<file path="src/rtl/utf8_check_column_count_unit_macros.svh">
// Assertion macros shared by the UTF-8 check and column count unit.
`ifndef UTF8_CHECK_COLUMN_COUNT_UNIT_MACROS_SVH
`define UTF8_CHECK_COLUMN_COUNT_UNIT_MACROS_SVH

// Check a consequence in the same cycle as its cause.
`define U8CC_ASSERT_SAME(label, cause, effect) \
  label: assert property (@(posedge clk) disable iff (rst) (cause) |-> (effect)) \
    else $error("u8cc: same-cycle check failed");

// Check a consequence in the cycle after its cause.
`define U8CC_ASSERT_NEXT(label, cause, effect) \
  label: assert property (@(posedge clk) disable iff (rst) (cause) |=> (effect)) \
    else $error("u8cc: next-cycle check failed");

`endif

</file>
<file path="src/rtl/u8cc_pkg.sv">
// Types, constants and helper functions for the UTF-8 check and column count unit.
package u8cc_pkg;

  localparam int unsigned COUNT_W = 16;
  localparam int unsigned BYTE_W  = 8;

  // Requested count ceiling; the counters never go beyond 16 bits.
  localparam longint unsigned MAX_COUNT = 64'd65535;
  localparam logic [COUNT_W-1:0] COUNT_CAP =
    (MAX_COUNT > 64'hFFFF) ? {COUNT_W{1'b1}} : COUNT_W'(MAX_COUNT);

  // Byte boundaries of the accepted lead-byte ranges.
  localparam logic [BYTE_W-1:0] ASCII_LIMIT = 8'h80;
  localparam logic [BYTE_W-1:0] LEAD2_LO    = 8'hC2;
  localparam logic [BYTE_W-1:0] LEAD2_HI    = 8'hDF;
  localparam logic [BYTE_W-1:0] LEAD3_LO    = 8'hE0;
  localparam logic [BYTE_W-1:0] LEAD3_HI    = 8'hEF;
  localparam logic [BYTE_W-1:0] LEAD4_LO    = 8'hF0;
  localparam logic [BYTE_W-1:0] LEAD4_HI    = 8'hF4;
  localparam logic [BYTE_W-1:0] CONT_MASK   = 8'hC0;
  localparam logic [BYTE_W-1:0] CONT_TAG    = 8'h80;

  typedef enum logic [2:0] {
    CLS_ASCII,
    CLS_LEAD2,
    CLS_LEAD3,
    CLS_LEAD4,
    CLS_BAD
  } byte_class_t;

  typedef struct packed {
    logic [COUNT_W-1:0] column_count;
    logic               utf8_ok;
  } result_t;

  // Sort a byte seen outside a multi-byte character.
  function automatic byte_class_t classify(input logic [BYTE_W-1:0] value);
    byte_class_t cls;
    if (value < ASCII_LIMIT) begin
      cls = CLS_ASCII;
    end else if (value >= LEAD2_LO && value <= LEAD2_HI) begin
      cls = CLS_LEAD2;
    end else if (value >= LEAD3_LO && value <= LEAD3_HI) begin
      cls = CLS_LEAD3;
    end else if (value >= LEAD4_LO && value <= LEAD4_HI) begin
      cls = CLS_LEAD4;
    end else begin
      cls = CLS_BAD;
    end
    return cls;
  endfunction

  // Add a small amount and stop at the count ceiling.
  function automatic logic [COUNT_W-1:0] sat_add(input logic [COUNT_W-1:0] value,
                                                 input logic [1:0] amount);
    logic [COUNT_W:0] sum;
    sum = {1'b0, value} + {{(COUNT_W-1){1'b0}}, amount};
    if (sum >= {1'b0, COUNT_CAP}) begin
      return COUNT_CAP;
    end
    return sum[COUNT_W-1:0];
  endfunction

endpackage

</file>
<file path="src/rtl/u8cc_in_if.sv">
// Byte request channel: one string byte and its end-of-string flag.
interface u8cc_in_if import u8cc_pkg::*; ();
  logic              valid;
  logic              ready;
  logic [BYTE_W-1:0] data_byte;
  logic              last_byte;

  modport source (output valid, output data_byte, output last_byte, input ready);
  modport sink   (input valid, input data_byte, input last_byte, output ready);
endinterface

</file>
<file path="src/rtl/u8cc_out_if.sv">
// Result request channel: column count and well-formed flag of one string.
interface u8cc_out_if import u8cc_pkg::*; ();
  logic               valid;
  logic               ready;
  logic [COUNT_W-1:0] column_count;
  logic               utf8_ok;

  modport source (output valid, output column_count, output utf8_ok, input ready);
  modport sink   (input valid, input column_count, input utf8_ok, output ready);
endinterface

</file>
<file path="src/rtl/utf8_check_column_count_unit.sv">
// Top level of the UTF-8 check and column count unit.
// Takes one string byte per cycle on the bytes channel and, on the byte flagged
// last_byte, returns one result on the result channel: utf8_ok tells whether the
// string was well formed (lead bytes 00-7F, C2-DF, E0-EF, F0-F4 with the matching
// number of 10xxxxxx bytes, nothing cut off), and column_count gives the display
// columns (ASCII 1, other characters 2) when the string is valid and
// localized_mode is set, else the byte count; both counts saturate at 65535.
// Every byte passes an input register and then one decode step into a result
// register, so a byte is accepted every cycle unless a last byte is held, and
// the result is registered from the last byte's decode; a last byte waits only
// while the sink has not taken a held result. The user writes localized_mode
// through cfg_write and cfg_data while no string is in progress (not enforced).
module utf8_check_column_count_unit import u8cc_pkg::*; (
  input  logic       clk,
  input  logic       rst,
  input  logic       cfg_write,
  input  logic       cfg_data,
  u8cc_in_if.sink    bytes,
  u8cc_out_if.source result
);

  `include "utf8_check_column_count_unit_macros.svh"

  logic              s1_valid;
  logic [BYTE_W-1:0] s1_byte;
  logic              s1_last;
  logic              s1_go;
  logic              out_room;
  logic              res_valid;
  result_t           res;

  // Hold a final byte only while the result register is occupied and not being taken
  assign s1_go       = s1_valid && (!s1_last || out_room);
  assign bytes.ready = !s1_valid || s1_go;

  // Input register
  always_ff @(posedge clk) begin
    if (rst) begin
      s1_valid <= 1'b0;
    end else if (bytes.ready) begin
      s1_valid <= bytes.valid;
    end
  end

  always_ff @(posedge clk) begin
    if (bytes.valid && bytes.ready) begin
      s1_byte <= bytes.data_byte;
      s1_last <= bytes.last_byte;
    end
  end

  u8cc_scan u_scan (
    .clk       (clk),
    .rst       (rst),
    .cfg_write (cfg_write),
    .cfg_data  (cfg_data),
    .step      (s1_go),
    .step_byte (s1_byte),
    .step_last (s1_last),
    .res_valid (res_valid),
    .res       (res)
  );

  u8cc_out_reg u_out (
    .clk      (clk),
    .rst      (rst),
    .load     (res_valid),
    .load_res (res),
    .room     (out_room),
    .result   (result)
  );

  `U8CC_ASSERT_NEXT(a_final_byte_yields_result, s1_go && s1_last, result.valid)
  `U8CC_ASSERT_SAME(a_no_result_overwrite, result.valid && !result.ready, !res_valid)
  `U8CC_ASSERT_NEXT(a_request_enters_stage, bytes.valid && bytes.ready, s1_valid)

endmodule

</file>
<file path="src/rtl/u8cc_scan.sv">
// Per-string scan state: decodes one byte per cycle while step is high and forms the result on the last byte.
module u8cc_scan import u8cc_pkg::*; (
  input  logic              clk,
  input  logic              rst,
  input  logic              cfg_write,
  input  logic              cfg_data,
  input  logic              step,
  input  logic [BYTE_W-1:0] step_byte,
  input  logic              step_last,
  output logic              res_valid,
  output result_t           res
);

  logic               mode;
  logic [1:0]         pend;
  logic               err;
  logic [COUNT_W-1:0] cols;
  logic [COUNT_W-1:0] total;

  logic [1:0]         pend_next;
  logic               err_next;
  logic [COUNT_W-1:0] cols_next;
  logic [COUNT_W-1:0] total_next;
  logic               is_cont;
  logic               ok;
  byte_class_t        cls;

  // Decode the byte against the current character state
  always_comb begin
    cls        = classify(step_byte);
    is_cont    = (step_byte & CONT_MASK) == CONT_TAG;
    pend_next  = pend;
    err_next   = err;
    cols_next  = cols;
    total_next = sat_add(total, 2'd1);
    if (pend != 2'd0) begin
      if (!is_cont) begin
        err_next  = 1'b1;
        pend_next = 2'd0;
      end else begin
        pend_next = pend - 2'd1;
      end
    end else begin
      unique case (cls)
        CLS_ASCII: begin
          cols_next = sat_add(cols, 2'd1);
        end
        CLS_LEAD2: begin
          pend_next = 2'd1;
          cols_next = sat_add(cols, 2'd2);
        end
        CLS_LEAD3: begin
          pend_next = 2'd2;
          cols_next = sat_add(cols, 2'd2);
        end
        CLS_LEAD4: begin
          pend_next = 2'd3;
          cols_next = sat_add(cols, 2'd2);
        end
        CLS_BAD: begin
          err_next = 1'b1;
        end
        default: begin
          err_next = 1'b1;
        end
      endcase
    end
  end

  // Build the result; a cut-off character makes the string invalid
  always_comb begin
    ok               = !err_next && (pend_next == 2'd0);
    res.utf8_ok      = ok;
    res.column_count = (ok && mode) ? cols_next : total_next;
    res_valid        = step && step_last;
  end

  // Advance the scan state, clear it after each final byte
  always_ff @(posedge clk) begin
    if (rst) begin
      mode  <= 1'b0;
      pend  <= 2'd0;
      err   <= 1'b0;
      cols  <= '0;
      total <= '0;
    end else begin
      if (cfg_write) begin
        mode <= cfg_data;
      end
      if (step) begin
        if (step_last) begin
          pend  <= 2'd0;
          err   <= 1'b0;
          cols  <= '0;
          total <= '0;
        end else begin
          pend  <= pend_next;
          err   <= err_next;
          cols  <= cols_next;
          total <= total_next;
        end
      end
    end
  end

endmodule

</file>
<file path="src/rtl/u8cc_out_reg.sv">
// Result register: holds one finished result until the sink takes it.
module u8cc_out_reg import u8cc_pkg::*; (
  input  logic        clk,
  input  logic        rst,
  input  logic        load,
  input  result_t     load_res,
  output logic        room,
  u8cc_out_if.source  result
);

  logic    valid;
  result_t hold;

  // Free when empty or when the held result leaves this cycle
  assign room = !valid || result.ready;

  always_ff @(posedge clk) begin
    if (rst) begin
      valid <= 1'b0;
    end else if (load) begin
      valid <= 1'b1;
    end else if (result.ready) begin
      valid <= 1'b0;
    end
  end

  // Capture the payload on load
  always_ff @(posedge clk) begin
    if (load) begin
      hold <= load_res;
    end
  end

  assign result.valid        = valid;
  assign result.column_count = hold.column_count;
  assign result.utf8_ok      = hold.utf8_ok;

endmodule

</file>
<file path="src/flat_wrapper.sv">
// flat-port wrapper written by rule: the top's interface ports become plain ports
module utf8_check_column_count_unit_flat import u8cc_pkg::*;
  (clk, rst, cfg_write, cfg_data, bytes_valid, bytes_data_byte, bytes_last_byte, bytes_ready, result_valid, result_column_count, result_utf8_ok, result_ready);
  u8cc_in_if bytes_i ();
  u8cc_out_if result_i ();
  input  logic clk;
  input  logic rst;
  input  logic cfg_write;
  input  logic cfg_data;
  input wire logic [$bits(bytes_i.valid)-1:0] bytes_valid;
  input wire logic [$bits(bytes_i.data_byte)-1:0] bytes_data_byte;
  input wire logic [$bits(bytes_i.last_byte)-1:0] bytes_last_byte;
  output wire logic [$bits(bytes_i.ready)-1:0] bytes_ready;
  output wire logic [$bits(result_i.valid)-1:0] result_valid;
  output wire logic [$bits(result_i.column_count)-1:0] result_column_count;
  output wire logic [$bits(result_i.utf8_ok)-1:0] result_utf8_ok;
  input wire logic [$bits(result_i.ready)-1:0] result_ready;
  assign bytes_i.valid = bytes_valid;
  assign bytes_i.data_byte = bytes_data_byte;
  assign bytes_i.last_byte = bytes_last_byte;
  assign bytes_ready = bytes_i.ready;
  assign result_valid = result_i.valid;
  assign result_column_count = result_i.column_count;
  assign result_utf8_ok = result_i.utf8_ok;
  assign result_i.ready = result_ready;
  utf8_check_column_count_unit u_core (.clk(clk), .rst(rst), .cfg_write(cfg_write), .cfg_data(cfg_data), .bytes(bytes_i), .result(result_i));
endmodule
</file>
<file path="config.mk">
export PLATFORM = sky130hd
export DESIGN_NAME = utf8_check_column_count_unit_flat
export DESIGN_NICKNAME = d
export VERILOG_FILES = /design/src/rtl/u8cc_pkg.sv /design/src/rtl/u8cc_in_if.sv /design/src/rtl/u8cc_out_if.sv /design/src/rtl/utf8_check_column_count_unit.sv /design/src/rtl/u8cc_scan.sv /design/src/rtl/u8cc_out_reg.sv /design/src/flat_wrapper.sv
export VERILOG_INCLUDE_DIRS = /design/src /design/src/rtl
export SDC_FILE = /design/constraint.sdc
export NUM_CORES = 1
export LEC_CHECK = 0
export ABC_CLOCK_PERIOD_IN_PS = 3500
export BUFFER_PORTS_ARGS = -buffer_cell sky130_fd_sc_hd__buf_4
export CAP_MARGIN = 20
export CORE_MARGIN = 2
export CORE_UTILIZATION = 37
export DETAILED_ROUTE_END_ITERATION = 7
export PLACE_DENSITY_LB_ADDON = 0.15
export SYNTH_ARGS = -nofsm -noshare
export SYNTH_HDL_FRONTEND = slang
export SYNTH_SLANG_ARGS = --single-unit
</file>
<file path="constraint.sdc">
create_clock -name clk -period 3.5 [get_ports clk]
set_input_delay 0 -clock clk [delete_from_list [all_inputs] [get_ports clk]]
set_output_delay 0 -clock clk [all_outputs]
set_load 0.02 [all_outputs]
</file>
==> results of run 1 <==
==> final cells by class <==
class                   instances  share of cell area [%]
flip-flops and latches         64                    29.1
clock inverters                 3                   0.804
multi-input cells             435                    50.2
repair buffers                 67                    10.3
clock buffers                  13                    4.54
inverters                      21                    1.49
well taps                     147                    3.48
==> registers in the layout, summed over array words and instances (netlist names) <==
signal and count:
u_core.u_out.result.column_count 16, u_core.u_scan.cols 16, u_core.u_scan.total 16, u_core.s1_byte 8, u_core.u_scan.pend 2, u_core.s1_last 1, u_core.s1_valid 1, u_core.u_out.result.utf8_ok 1
u_core.u_out.result.valid 1, u_core.u_scan.err 1, u_core.u_scan.mode 1
==> timing repair <==
action / 4_1_cts / 5_1_grt
hold buffers: 17 / 0
resized for setup: 0 / 0
endpoints found under the hold margin: 18 / 0
buffers inserted: 0 / 0
==> metal layers <==
layer / global-route usage [%] / wire length (um) / share of wire (%)
met5: 0 / 0 / 0
met4: 8.70 / 384 / 2.7
met3: 4.71 / 1060 / 7.5
met2: 34.6 / 6320 / 45
met1: 31.1 / 6420 / 45
==> metrics by stage <==
step | setup slack (ps) | std cells | util, %
floorplan | 1000 | 565 | -
global placement | 656 | 716 | 40.6
detailed placement | 518 | 716 | 40.6
CTS | 483 | 749 | 44.4
global route | 151 | 750 | 44.4
finish | 440 | 750 | 44.4
==> power breakdown <==
part | switching (mW) | internal [mW]
sequential | 0.0216 | 0.797
combinational | 0.110 | 0.0762
clock | 0.326 | 0.551
total | 0.457 | 1.42
==> logic make-up after synthesis <==
| kind of cell | Yosys count |
|---|---|
| AO/OA/AOI/OAI | 164 |
| XOR/XNOR | 27 |
| adder cells (fa/ha/maj) | 8 |
| buffers and inverters | 66 |
| flip-flops | 64 |
| multiplexers | 4 |
| AND/OR/NAND/NOR | 232 |
==> cell usage in the layout (no fill, tap or decap), types with 6 or more instances in the layout <==
cell,Yosys,routed
nor2b_1,6,6
or3_1,7,7
dlygate4sd3_1,0,17
nand2b_1,7,7
a22oi_1,10,10
and3_1,10,10
o21ai_1,16,16
xnor2_1,24,24
dfxtp_1,38,38
o211ai_1,7,7
a211oi_1,6,6
ha_1,8,8
a31oi_1,9,9
nand4_1,13,13
nand2_1,56,56
nor3_1,16,16
inv_1,21,21
o21ai_0,35,35
edfxtp_1,26,26
a21oi_1,39,39
nand3_1,22,22
clkbuf_16,0,9
buf_4,2,50
nor2_1,54,54
nor4_1,8,8
==> worst max-delay path, stage by stage, from the launching register on <==
cell and delay (ps):
dfxtp_1 450, ha_1 500, nand4_1 220, or3_1 430, a221oi_2 300, o2111ai_1 200
o21ai_4 460, nor2_4 110, a32oi_1 200
==> how the worst min path moves through the flow <==
| stage | startpoint | endpoint | slack [ps] | cells after the start |
|---|---|---|---|---|
| after floorplan | bytes_data_byte[0] | u_core.s1_byte[0]$_DFFE_PP_ | 100 | 0 |
| after global placement | bytes_last_byte | u_core.s1_last$_DFFE_PP_ | 180 | 1 |
| after detailed placement | bytes_data_byte[3] | u_core.s1_byte[3]$_DFFE_PP_ | 180 | 1 |
| after CTS | bytes_data_byte[5] | u_core.s1_byte[5]$_DFFE_PP_ | 370 | 2 |
| after global routing | bytes_data_byte[2] | u_core.s1_byte[2]$_DFFE_PP_ | 380 | 2 |
| final | bytes_data_byte[3] | u_core.s1_byte[3]$_DFFE_PP_ | 380 | 2 |
==> metrics.md, run 1 <==
| Metric | Value |
|---|---|
| Worst EP required | roughly 3700 ps |
| Power Dens Cells | 355 mW/mm^2 |
| Final setup vio count | 0 |
| First-pass GRT wire length | 22400 um |
| Leading area contributor after synthesis | edfxtp_1 |
| Asr flop ratio synth | 0% |
| HPWL after DPL | 10500 um |
| Syn Inst Count | roughly 570 |
| Hold Crit Class | in2reg |
| Reg2Reg Setup Slack | about 440 ps |
| Total wire length | ~14000 um |
| Seq. cell area | about 0.0015 mm^2 |
| Worst r2r src | u_core.u_scan.total[1]$_SDFFE_PP0P_ |
| Post-DR vias/cell | approximately 6 |
| N_diodes | 0 |
| Crit path launch type | flip-flop |
| Worst path arrival time | between 3000 and 4000 ps |
| Die area | roughly 0.013 mm^2 |
| Drt wl/cell | ~19 um |
| Overall Power | approximately 1.9 mW |
| Clock Skews | around 11 ps |
| RSZ-0062 raised after global routing | false |
| Top Ports | 34 |
| TNS Setup | 0 ps |
| Drt first pass iters | 5 |
| Slew @ Worst Pin | 974 ps |
| Critical path type | reg2reg |
| Register clock-pin slew on the reported worst setup and hold paths | 50 ps |
| Synth Area in XOR/XNOR | approximately 5.3% |
| Synth Area in Simple Gates | about a quarter |
| Port Buffers | 33 |
| H-tree depth | 3 |
| Post-Syn Area | roughly 0.0045 mm^2 |
| CTS tree | done |
| Clk sinks | 64 |
| Post-synth EDFFs | 26 |
| Syn avg cell area | 7.96 um^2 |
| Max Slew Vio Count | 0 |
| Post-route minimum period | roughly 3100 ps |
| Number of global-route vias before repair | about 4000 |
| Core area | around 0.012 mm^2 |
| Post-Syn Nets | around 590 |
| Adder-cell share of the synthesized area | under 10% |
| CP max FO | 15 |
| Row cnt | 40 |
| Top cell type's share of synthesized area | 17.4% |
| Largest family of logic cells by synthesized area | simple AND/OR/NAND/NOR gates |
| Complex-gate fraction of the synthesized area | approximately a quarter |
| Initial antenna violation count | 0 |
| Area of the multi-input gates | between 0.002 and 0.003 mm^2 |
| Commonest cells post-synth | nand2_1 (56), nor2_1 (54), a21oi_1 (39) |
| GRT overflow | 0 |
| Max-Cap Viols | 0 |
| Share of layout cells above drive strength 1 | 14.1% |
| Post-route design area | 0.00529 mm^2 |
| Area of placed instances | 0.00483 mm^2 |
| Initial Util | between 30% and 40% |
| Detail Route Antenna Nets | 0 |
| VDD IR-drop max | around 0.00032 V |
| CTS buffer count | 9 |
| Top cells by area, synth | edfxtp_1 (17%), dfxtp_1 (17%), nand2_1 (4.7%) |
| Ys flop type | dfxtp_1 |
| Die width | between 100 and 150 um |
| Clk root buf | clkbuf_16 |
| DRC | 0 |
| Via count | about 4400 |
| Final #Nets | a little over 600 |
| Clk_lat worst skew | approximately 340 ps |
| Leakage | between 1.5 and 2 nW |
| Largest net degree at the start of global routing | 21 |
| GP Congestion | 1.04 |
| Mux share of post-synthesis cell area | less than 1% |
| FF-to-FF End | u_core.u_out.result.column_count[2]$_DFFE_PP_ |
| Yosys warns | 0 |
| Overall Global Routing Usage | between 20 and 25% |
| Slew HR | 35.0% |
| Die height | between 100 and 150 um |
| CP endpoint kind | flip-flop |
| Clock tree buffer depth | 2 |
| Crit path capture | u_core.u_out.result.column_count[2]$_DFFE_PP_ |
| Sequential-to-total area share from yosys stat | between 30 and 40% |
| Fmax | 0.327 GHz |
| Register bit total from synthesis | 64 |
| Most frequent cell after synthesis | nand2_1 |
| Fillers | 1192 |
| Layout Area Growth over Synthesis | 17.7% |
| Fin crit share | 87.4% |
| Status | completed |
| Final hold violation count | 0 |
| Hold WS | between 300 and 400 ps |
| Count of cell types in the netlist | 74 |
| R2R depth | 8 |
| DRT iter0 DRCs | about 320 |
| Crit. Startpoint | u_core.u_scan.total[1]$_SDFFE_PP0P_ |
(Power assumes the default switching activity.)
==> inputs of run 2 (changes only) <==
Settings changed: SYNTH_HIERARCHICAL from default to 1.
==> run 2 against run 1 <==
Non-clock buffer count shrank 6. Utilization grew 0.36 points. Final area grew 2.1%. Combinational power shrank 7%. Critical path depth grew 1. Register-to-register slack gained 110 ps. Global-route usage shrank 0.61 points. Largest cell class unchanged. Critical path type unchanged. Via count is essentially flat. Power grew 3.4%.
==> metrics.md, run 2 <==
| Metric | Value |
|---|---|
| Seq. cell area | about 0.0015 mm^2 |
| GP Congestion | between 0.9 and 1 |
| Final hold violation count | 0 |
| Detail Route Antenna Nets | 0 |
| Status | completed |
| Fin crit share | 84.2% |
| Share of layout cells above drive strength 1 | 13.7% |
| Clk sinks | 64 |
| Hold Crit Start | result_ready |
| Asr flop ratio synth | 0% |
| H-tree depth | 3 |
| Register clock-pin slew on the reported worst setup and hold paths | ~50 ps |
| Layout Area Growth over Synthesis | 17.3% |
| Worst r2r src | u_core/u_scan/pend[0]$_SDFFE_PP0P_ |
| Drt first pass iters | 5 |
| Post-Syn Area | about 0.0046 mm^2 |
| Register bit total from synthesis | between 60 and 70 |
| Clk_lat worst skew | between 300 and 400 ps |
| CP endpoint kind | flip-flop |
| Final #Nets | between 600 and 700 |
| Fmax | about 0.34 GHz |
| Row cnt | 40 |
| Die width | 116 um |
| DRC | 0 |
| Die area | 0.0133 mm^2 |
| Post-Syn Nets | roughly 600 |
| Initial Util | 38.2% |
| Crit. Startpoint | u_core/u_scan/pend[0]$_SDFFE_PP0P_ |
| CTS buffer count | 9 |
| Initial antenna violation count | 0 |
| Largest net degree at the start of global routing | 27 |
| VDD IR-drop max | between 0.0003 and 0.0004 V |
| Most common cell after layout, fill and taps aside | nand2_1 |
| Overall Global Routing Usage | around 22% |
| DRT iter0 DRCs | 361 |
| GRT overflow | 0 |
| Total wire length | approximately 14000 um |
| RSZ-0062 raised after global routing | false |
| HPWL after DPL | between 10000 and 15000 um |
| Critical path type | reg2reg |
| Number of global-route vias before repair | about 4200 |
| Syn avg cell area | 8.22 um^2 |
| Commonest cells post-synth | nand2_1 (47), nor2_1 (46), dfxtp_1 (38) |
| Leading area contributor after synthesis | edfxtp_1 |
| Count of cell types in the netlist | a little under 80 |
| Hold WS | 328 ps |
| Area of the multi-input gates | 0.00278 mm^2 |
| Yosys warns | 6 |
| Die height | 116 um |
| Slew HR | between 30% and 40% |
| Drt wl/cell | between 15 and 20 um |
| Clock tree buffer depth | 2 |
| Post-route minimum period | a little under 3000 ps |
| Clk root buf | clkbuf_16 |
| Top cells by area, synth | edfxtp_1 (17%), dfxtp_1 (17%), nand2_1 (3.8%) |
| Top cell type's share of synthesized area | between 10% and 20% |
| Post-synth EDFFs | 26 |
| Max-Cap Viols | 0 |
| N_diodes | 0 |
| Hold Crit Class | in2reg |
| CTS tree | done |
| Worst path arrival time | approximately 3000 ps |
| Clock Skews | 7.46 ps |
| Via count | about 4400 |
| Top Ports | 34 |
| Port Buffers | 33 |
| Max Slew Vio Count | 0 |
| Crit path launch type | flip-flop |
| Core area | roughly 0.012 mm^2 |
| Most frequent cell after synthesis | nand2_1 |
| CP max FO | 23 |
| Final setup vio count | 0 |
| First-pass GRT wire length | approximately 22000 um |
| Power Dens Cells | 360 mW/mm^2 |
| Syn Inst Count | between 500 and 600 |
| Most frequent cells in the layout | nand2_1 (47), nor2_1 (46), buf_4 (45) |
| Worst EP required | 3550 ps |
| TNS Setup | 0 ps |
| Leakage | ~2.0 nW |
| Slew @ Worst Pin | roughly 900 ps |
| Fillers | ~1200 |
| Sequential-to-total area share from yosys stat | 33.5% |
| Post-DR vias/cell | approximately 5.9 |
| Ys flop type | dfxtp_1 |
[run 2: worst paths after layout]
kind / depth (start not counted) / end / slack, ps
worst max-delay path: 9 / u_core/u_out/result.column_count[6]$_DFFE_PP_ / 550
worst min-delay path: 6 / u_core/u_scan/pend[0]$_SDFFE_PP0P_ / 330
worst max register to register: 9 / u_core/u_out/result.column_count[6]$_DFFE_PP_ / 550
worst min register to register: 2 / u_core/u_scan/pend[0]$_SDFFE_PP0P_ / 490
[run 2: cell type report]
cell class                      count  area share [%]
Tap cell                          168            3.89
Sequential cell                    64            28.5
Clock buffer                       10            4.24
Multi-Input combinational cell    433            51.4
Inverter                           17            1.18
Clock inverter                      6            1.55
Timing Repair Buffer               61            9.22
[run 2: cells by family after synthesis]
group                      Yosys count  synth area share (%)
and+or+nand+nor                    234                  27.7
AOI/OAI and AO/OA                  156                  23.5
DFF                                 64                  33.5
buffers and inverters               63                  6.22
xor gates and xnor gates            26                  4.95
muxes                                9                  1.98
adders and majority gates            8                  2.17
[run 2: metal layers]
metal,GRT usage [%],wire length [um],vias to the layer above
met5,0,0,-
met4,8.59,349,0
met3,4.55,952,31
met2,34.3,6380,195
met1,29.7,6370,2076
li1,-,-,2139
[run 2: report_power, final]
group | internal, mW | switching, mW | leakage, nW
Combinational | 0.0742 | 0.0991 | 1.30
Sequential | 0.796 | 0.0210 | 0.545
Clock | 0.619 | 0.335 | 0.146
[run 2: repair_timing]
item / in CTS / in global routing
buffers inserted: 0 / 0
hold endpoints to repair: 16 / 0
endpoints found under the setup margin: 0 / 0
gates resized for setup: 0 / 0
hold buffers: 16 / 0
[run 2: worst max-delay path, cell delays in order, from the launching register on]
cell and delay [ps]:
dfxtp_1 320, inv_1 80, ha_1 290, inv_1 150, nor2_2 470, a41oi_2 80
a21bo_2 260, or3_1 700, o21ai_0 220, o211ai_1 110
[run 2: per-stage QoR]
stage	setup WS [ps]	total power [mW]	std cells	util, %	area [um^2]
floorplan	1040	0.935	560	-	4600
global placement	605	0.988	727	40.9	4930
detailed placement	565	0.990	727	40.9	4930
CTS	550	1.96	759	44.8	5400
global route	343	2.01	759	44.8	5400
finish	554	1.94	759	44.8	5400
